**src/hw/rtl/dsf_pkg.sv**
```systemverilog
// shared types and constants for the damped spring force block
`timescale 1ns / 1ps
`default_nettype none
package dsf_pkg;

   localparam logic [1:0] CSR_STIFFNESS   = 2'd0;
   localparam logic [1:0] CSR_DAMPING     = 2'd1;
   localparam logic [1:0] CSR_REST_LENGTH = 2'd2;

   typedef struct packed {
      logic signed [31:0] pos_a_x;
      logic signed [31:0] pos_a_y;
      logic signed [31:0] pos_a_z;
      logic signed [31:0] pos_b_x;
      logic signed [31:0] pos_b_y;
      logic signed [31:0] pos_b_z;
      logic signed [31:0] vel_a_x;
      logic signed [31:0] vel_a_y;
      logic signed [31:0] vel_a_z;
      logic signed [31:0] vel_b_x;
      logic signed [31:0] vel_b_y;
      logic signed [31:0] vel_b_z;
   } req_type;

   typedef struct packed {
      logic signed [31:0] force_x;
      logic signed [31:0] force_y;
      logic signed [31:0] force_z;
      logic signed [31:0] spring_x;
      logic signed [31:0] spring_y;
      logic signed [31:0] spring_z;
      logic signed [31:0] damper_x;
      logic signed [31:0] damper_y;
      logic signed [31:0] damper_z;
      logic [31:0]        spring_length;
      logic               zero_length;
   } rsp_type;

   // classified beat handed from front to back, sign and magnitude form
   typedef struct packed {
      logic [2:0]        dneg;
      logic [2:0][31:0]  dmag;
      logic [2:0]        dvneg;
      logic [2:0][31:0]  dvmag;
      logic [65:0]       sumsq;
      logic              zero;
   } item_type;

   typedef struct packed {
      logic [31:0] stiffness;
      logic [31:0] damping;
      logic [30:0] rest_length;
   } csr_type;

endpackage
`default_nettype wire

```
**src/hw/rtl/dsf_queue.sv**
```systemverilog
// short queue between front and back
`timescale 1ns / 1ps
`default_nettype none
module dsf_queue #(
   parameter int DEPTH = 4
) (
   input  logic              clock,
   input  logic              reset,
   input  logic              push_valid,
   input  dsf_pkg::item_type push_item,
   output logic              push_stall,
   output logic              pop_valid,
   output dsf_pkg::item_type pop_item,
   input  logic              pop_take
);
   import dsf_pkg::*;

   localparam int PW = (DEPTH > 1) ? $clog2(DEPTH) : 1;
   localparam int CW = $clog2(DEPTH + 1);

   item_type        mem_ff [DEPTH];
   logic [PW-1:0]   wr_ff, rd_ff;
   logic [CW-1:0]   cnt_ff;
   logic            push, pop;

   assign push_stall = (cnt_ff == CW'(DEPTH));
   assign pop_valid  = (cnt_ff != '0);
   assign pop_item   = mem_ff[rd_ff];
   assign push       = push_valid && !push_stall;
   assign pop        = pop_valid && pop_take;

   always_ff @(posedge clock) begin
      if (reset) begin
         wr_ff  <= '0;
         rd_ff  <= '0;
         cnt_ff <= '0;
      end else begin
         if (push) begin
            wr_ff <= (wr_ff == PW'(DEPTH - 1)) ? '0 : wr_ff + 1'b1;
         end
         if (pop) begin
            rd_ff <= (rd_ff == PW'(DEPTH - 1)) ? '0 : rd_ff + 1'b1;
         end
         if (push && !pop) begin
            cnt_ff <= cnt_ff + 1'b1;
         end else if (pop && !push) begin
            cnt_ff <= cnt_ff - 1'b1;
         end
      end
      if (push) begin
         mem_ff[wr_ff] <= push_item;
      end
   end

endmodule
`default_nettype wire

```
**config.mk**
```make
export PLATFORM = sky130hd
export DESIGN_NAME = dsf_queue
export DESIGN_NICKNAME = d
export VERILOG_FILES = /design/src/hw/rtl/dsf_pkg.sv /design/src/hw/rtl/dsf_queue.sv
export SDC_FILE = /design/constraint.sdc
export NUM_CORES = 1
export LEC_CHECK = 0
export BUFFER_PORTS_ARGS = -buffer_cell sky130_fd_sc_hd__buf_2
export CAP_MARGIN = 15
export CORE_UTILIZATION = 41
export CTS_CLUSTER_DIAMETER = 40
export DETAILED_ROUTE_END_ITERATION = 7
export GPL_ROUTABILITY_DRIVEN = 0
export HOLD_SLACK_MARGIN = 0.05
export PLACE_DENSITY = 0.71
export SLEW_MARGIN = 20
export SYNTH_ARGS = -nofsm -noshare
export SYNTH_HDL_FRONTEND = slang
export SYNTH_SLANG_ARGS = --single-unit
```
**constraint.sdc**
```tcl
create_clock -name clock -period 7.95 [get_ports clock]
set_clock_uncertainty 0.1 [all_clocks]
set_input_delay 0 -clock clock [delete_from_list [all_inputs] [get_ports clock]]
set_output_delay 0 -clock clock [all_outputs]
set_load 0.01 [all_outputs]
```
Word-level counts from Yosys, hierarchy flattened:

Memory sizes are Yosys's and may differ from the RTL's. A register that Yosys moved wholly into a read port is not among the register bits.
Index checks and enable logic that the tools add are counted.

* add/subtract/negate cells: 4
* multipliers: 0
* divide/modulo/power cells: 0
* order comparisons: 0
* equal/unequal tests: 3
* shifts and indexed selects: 0
* mux-type cells: 8
* bitwise logic cells: 0
* reductions and logical operators: 9

Operators with widths (count)
* two-way mux 2 bit: 4
* two-way mux 3 bit: 2
* adder 2 x 1 -> 2 bit, second input constant: 2
* == test 2 bit, second input constant: 2
* logical AND 1 bit: 4
* adder 3 x 1 -> 3 bit, second input constant: 1
* == test 3 bit, second input constant: 1
* zero test 1 bit: 3
* nonzero test 3 bit: 1
* subtractor 3 x 1 -> 3 bit, second input constant: 1
* two-way mux 1 bit: 2
* nonzero test 2 bit: 1

* flip-flop bits (word level): 7
* latch bits: 0
* memory bits (writable): 1060
* bits in read-only memories: 0
* input bits: 269
* output and inout port bits: 267
* logic and storage cells: 28
* memories kept: 1

Memory list
* mem_ff: words 4, bits a word 265, read ports 1, clocked after memory_dff 1, wr ports 1, line dsf_queue.sv:21 `item_type mem_ff [DEPTH];`

Longest topological paths before layout:

* depth after elaboration: 7
* gate-level depth with buffers: 10
* depth with buffers taken out: 9

Least setup slack after synthesis:

OpenSTA, ideal clock, no wires.

* kind: flip-flop to flip-flop
* from: register cnt_ff[0]
* to: memory mem_ff[0][0] in the netlist's numbering, enable pin
* setup time: 0.662 ns
* arrival time: 6.744 ns
* setup slack: 0.444 ns
* stages on the path, launching flop included: 4
* clock period less this slack: 7.506 ns
* path through: dfxtp_1 -> or3b_1 -> buf_2 -> and3_1

* word-level cells in the longest chain between the ends: 5

Ends and longest elaborated chain
* start: declaration: line dsf_queue.sv:23 `logic [CW-1:0] cnt_ff;`
* start signal: assignment: line dsf_queue.sv:45 `cnt_ff <= cnt_ff + 1'b1;`
* start signal: assignment: line dsf_queue.sv:47 `cnt_ff <= cnt_ff - 1'b1;`
* == test 3 bit: line dsf_queue.sv:26 `assign push_stall = (cnt_ff == CW'(DEPTH));`
* zero test 1 bit: line dsf_queue.sv:29 `assign push = push_valid && !push_stall;`
* logical AND 1 bit: line dsf_queue.sv:29
* two-way mux 1 bit: line dsf_queue.sv:50 `if (push) begin`
* two-way mux 1 bit (implied by the code): line dsf_queue.sv:51 `mem_ff[wr_ff] <= push_item;`
* end: declaration: line dsf_queue.sv:21

No other way between the ends.

Worst setup path after layout:

* from: register cnt_ff[2]
* to: register cnt_ff[2]

* word-level cells in the longest chain between the ends: 6

Ends and longest elaborated chain
* == test 3 bit (*): line dsf_queue.sv:26
* zero test 1 bit (*): line dsf_queue.sv:29
* logical AND 1 bit (*): line dsf_queue.sv:29
* net push: line dsf_queue.sv:24 `logic push, pop;`
* zero test 1 bit: line dsf_queue.sv:46 `end else if (pop && !push) begin`
* logical AND 1 bit: line dsf_queue.sv:46
* nonzero test 2 bit (no line)

Mark *: on every way through the listed nets, which the timed path passes. The rest lies on a longest branch. The select of a mux whose other input is x is not followed.
A chain may end at the register's enable or synchronous reset.

==> flow_summary.ini <==
[sta]
setup_tns_ps = 0
slew_violations = 0
hold_viol = 0
period_minus_slack_ps = 3750
maxSlewHeadroom = 0.203
rsz0062_at_grt = false
setup_violations = 0
fmaxAchievable_mhz = 267
fin_crit_sh = 0.471
worstMarginPinSlew_ps = 1200

[die]
die_y_um = 310
start_util = 0.416
ios = 536
die_area_um2 = 96300
fp.coreArea_um2 = 93700
fp-row-count = 112
die_x_um = 310

[power_and_ir_drop]
irDropWorstVdd_mv = 0.239
pwr-share-seq = 0.435
cellPowerDensity_nw_per_um2 = 306
p_leak_nw = 17.9
p_comb_frac = 0.195
p_sw_mw = 4.18
power.total_mw = 16.1
intPower_mw = 11.9
swShare = 0.259
power.share.clock = 0.371

[cts]
htreeDepth = 4
root_buffer = clkbuf_16
cts_max_path_buffers = 3
cts_sinks = 1069
cts_buffers = 134
post_cts_buffers = 0
cts_tree = yes
path_clk_slew_ps = 60
clk_latency_ps = 730

[logic_synthesis]
synth.most_common_cell = edfxtp_1
synth_nets = 1710
synth_edf_count = 1060
synth_common_cells = edfxtp_1 (1060), mux4_2 (265), buf_2 (27)
synth_cell_type_count = 26
synthFlopType = edfxtp_1
syn_area_um2 = 39000
synth_cells = 1434
yosysTopAreaCell = edfxtp_1
ys_seq_elements = 1069
yosysTopAreaCellShare = 0.817
synth.avg_cell_area_um2 = 27.2
yosys-top-cells-area = edfxtp_1 (82%), mux4_2 (15%), buf_12 (1.1%)
ys_warn_count = 0
ys_seq_area_frac = 0.822
synthArstFlopShare = 0

[final_layout]
layout-drive-gt1-share = 0.384
syn_to_final_growth_pct = 35.1
fin_area_um2 = 52600
fin_nets = 2878

[worst_setup_path]
worstPathMaxFanout = 7
required_ps = 8520
arrival_ps = 4320
startpoint_type = register
crit_path_end_kind = register
critPathKind = register to register

[global_routing]
grt_busiest_layer = met2
grt_use_met1 = 0.206
use_met2 = 0.300
grt_pass1_wl_um = 126000
grt_usage = 0.175
antenna_found_initial = 14
met3_usage = 0.0578
grt-ovfl-total = 0
grt_pass1_vias = 21579
grt_max_degree = 141

[worst_hold_path]
hold_path_class = input pin to register

[place]
hpwl_um = 45300
port_buffers = 535
place_area_um2 = 42800

[routing]
wl_per_cell_um = 21.5
drtAntennaViolNets = 0
drc = 0
drt_iter0_markers = 1717
dr_total_vias = 19962
postRouteWirelength_um = 85300
vias_per_cell = 5.02
drt-pass1-iter-count = 5

[status]
outcome = finished clean

[job]
drv_cap = 0
-- cell families after synthesis --
family,Yosys count,share of synthesized area
mux,267,0.154
xor+xnor,2,0.000450
compound gates,7,0.00103
simple gates,16,0.00222
flops,1069,0.822
fa+ha+maj,7,0.00244
buf+inv,66,0.0184
-- layout make-up --
type	count	area [µm²]
antenna	8	20.0
clock buffer	154	3490
clock inverter	91	966
fill	6703	41100
inverter	5	18.8
multi-input combinational	299	6250
sequential	1069	32000
tap	1254	1570
timing repair buffer	1093	8310
-- power groups by stage --
stage | sequential (mW) | combinational [mW] | clock [mW]
floorplan | 7.17 | 2.02 | 0
global placement | 7.07 | 2.90 | 0
detailed placement | 7.11 | 2.93 | 0
CTS | 7.00 | 3.17 | 6.07
global route | 7.05 | 3.37 | 6.29
finish | 7.00 | 3.14 | 5.97
-- flip-flops by register name, indices dropped and copies added (netlist names), named ones only --
signal / flops
rd_ff: 2
mem_ff: 1060
wr_ff: 2
cnt_ff: 3
-- worst max-delay path, cell delays in order, from the launching register on --
cell and delay, ps:
dfxtp_1 370, or3b_1 490, inv_2 100, nor2_1 60, ha_1 290, dlygate4sd3_1 640
or3_1 380, dlygate4sd3_1 560, a21oi_1 140, dlygate4sd3_1 550
-- layer usage --
layer  share of wire  wire (µm)
met1            0.37      31700
met2            0.52      43900
met3           0.089       7610
met4           0.024       2040
met5         0.00061         52
-- worst paths after layout --
path	start	slack, ps	cells after the start	end
worst max-delay path	cnt_ff[2]	4200	9	cnt_ff[2]
worst min-delay path	pop_take	180	5	register
worst max register to register	cnt_ff[2]	4200	9	cnt_ff[2]
worst min register to register	rd_ff[0]	410	2	register
-- placed cells by master, fill, tap and decap left out, types with 2 or more instances in the layout --
cell type and count:
clkbuf_16 137, clkbuf_1 17, buf_12 7, dfxtp_4 2
mux4_2 265, clkinvlp_4 14, o21ai_0 2, nor2_1 4
or3_1 3, inv_1 4, and3_4 4, nand3_1 2
inv_6 12, diode_2 8, bufinv_16 12, clkinv_8 5
xor2_1 2, o31ai_1 2, dfxtp_1 7, buf_2 535
ha_1 6, clkinv_4 14, clkinv_2 15, mux2i_1 2
edfxtp_1 1060, a21oi_1 3, clkinv_1 13, buf_4 11
dlygate4sd3_1 540, inv_8 6
-- what timing repair did --
item,CTS,global route
hold buffers,540,0
endpoints found under the hold margin,1220,0
gates resized for setup,0,0
-- metrics by stage --
step	hold WS, ps	util	std cells	worst slack (ps)
after floorplan	-1.13	-	1434	444
after global placement	109	0.456	3180	4640
after detailed placement	117	0.456	3180	4560
after CTS	121	0.561	3965	4240
after global routing	201	0.561	3973	4050
final	181	0.561	3973	4200
(Power assumes the default switching activity.)
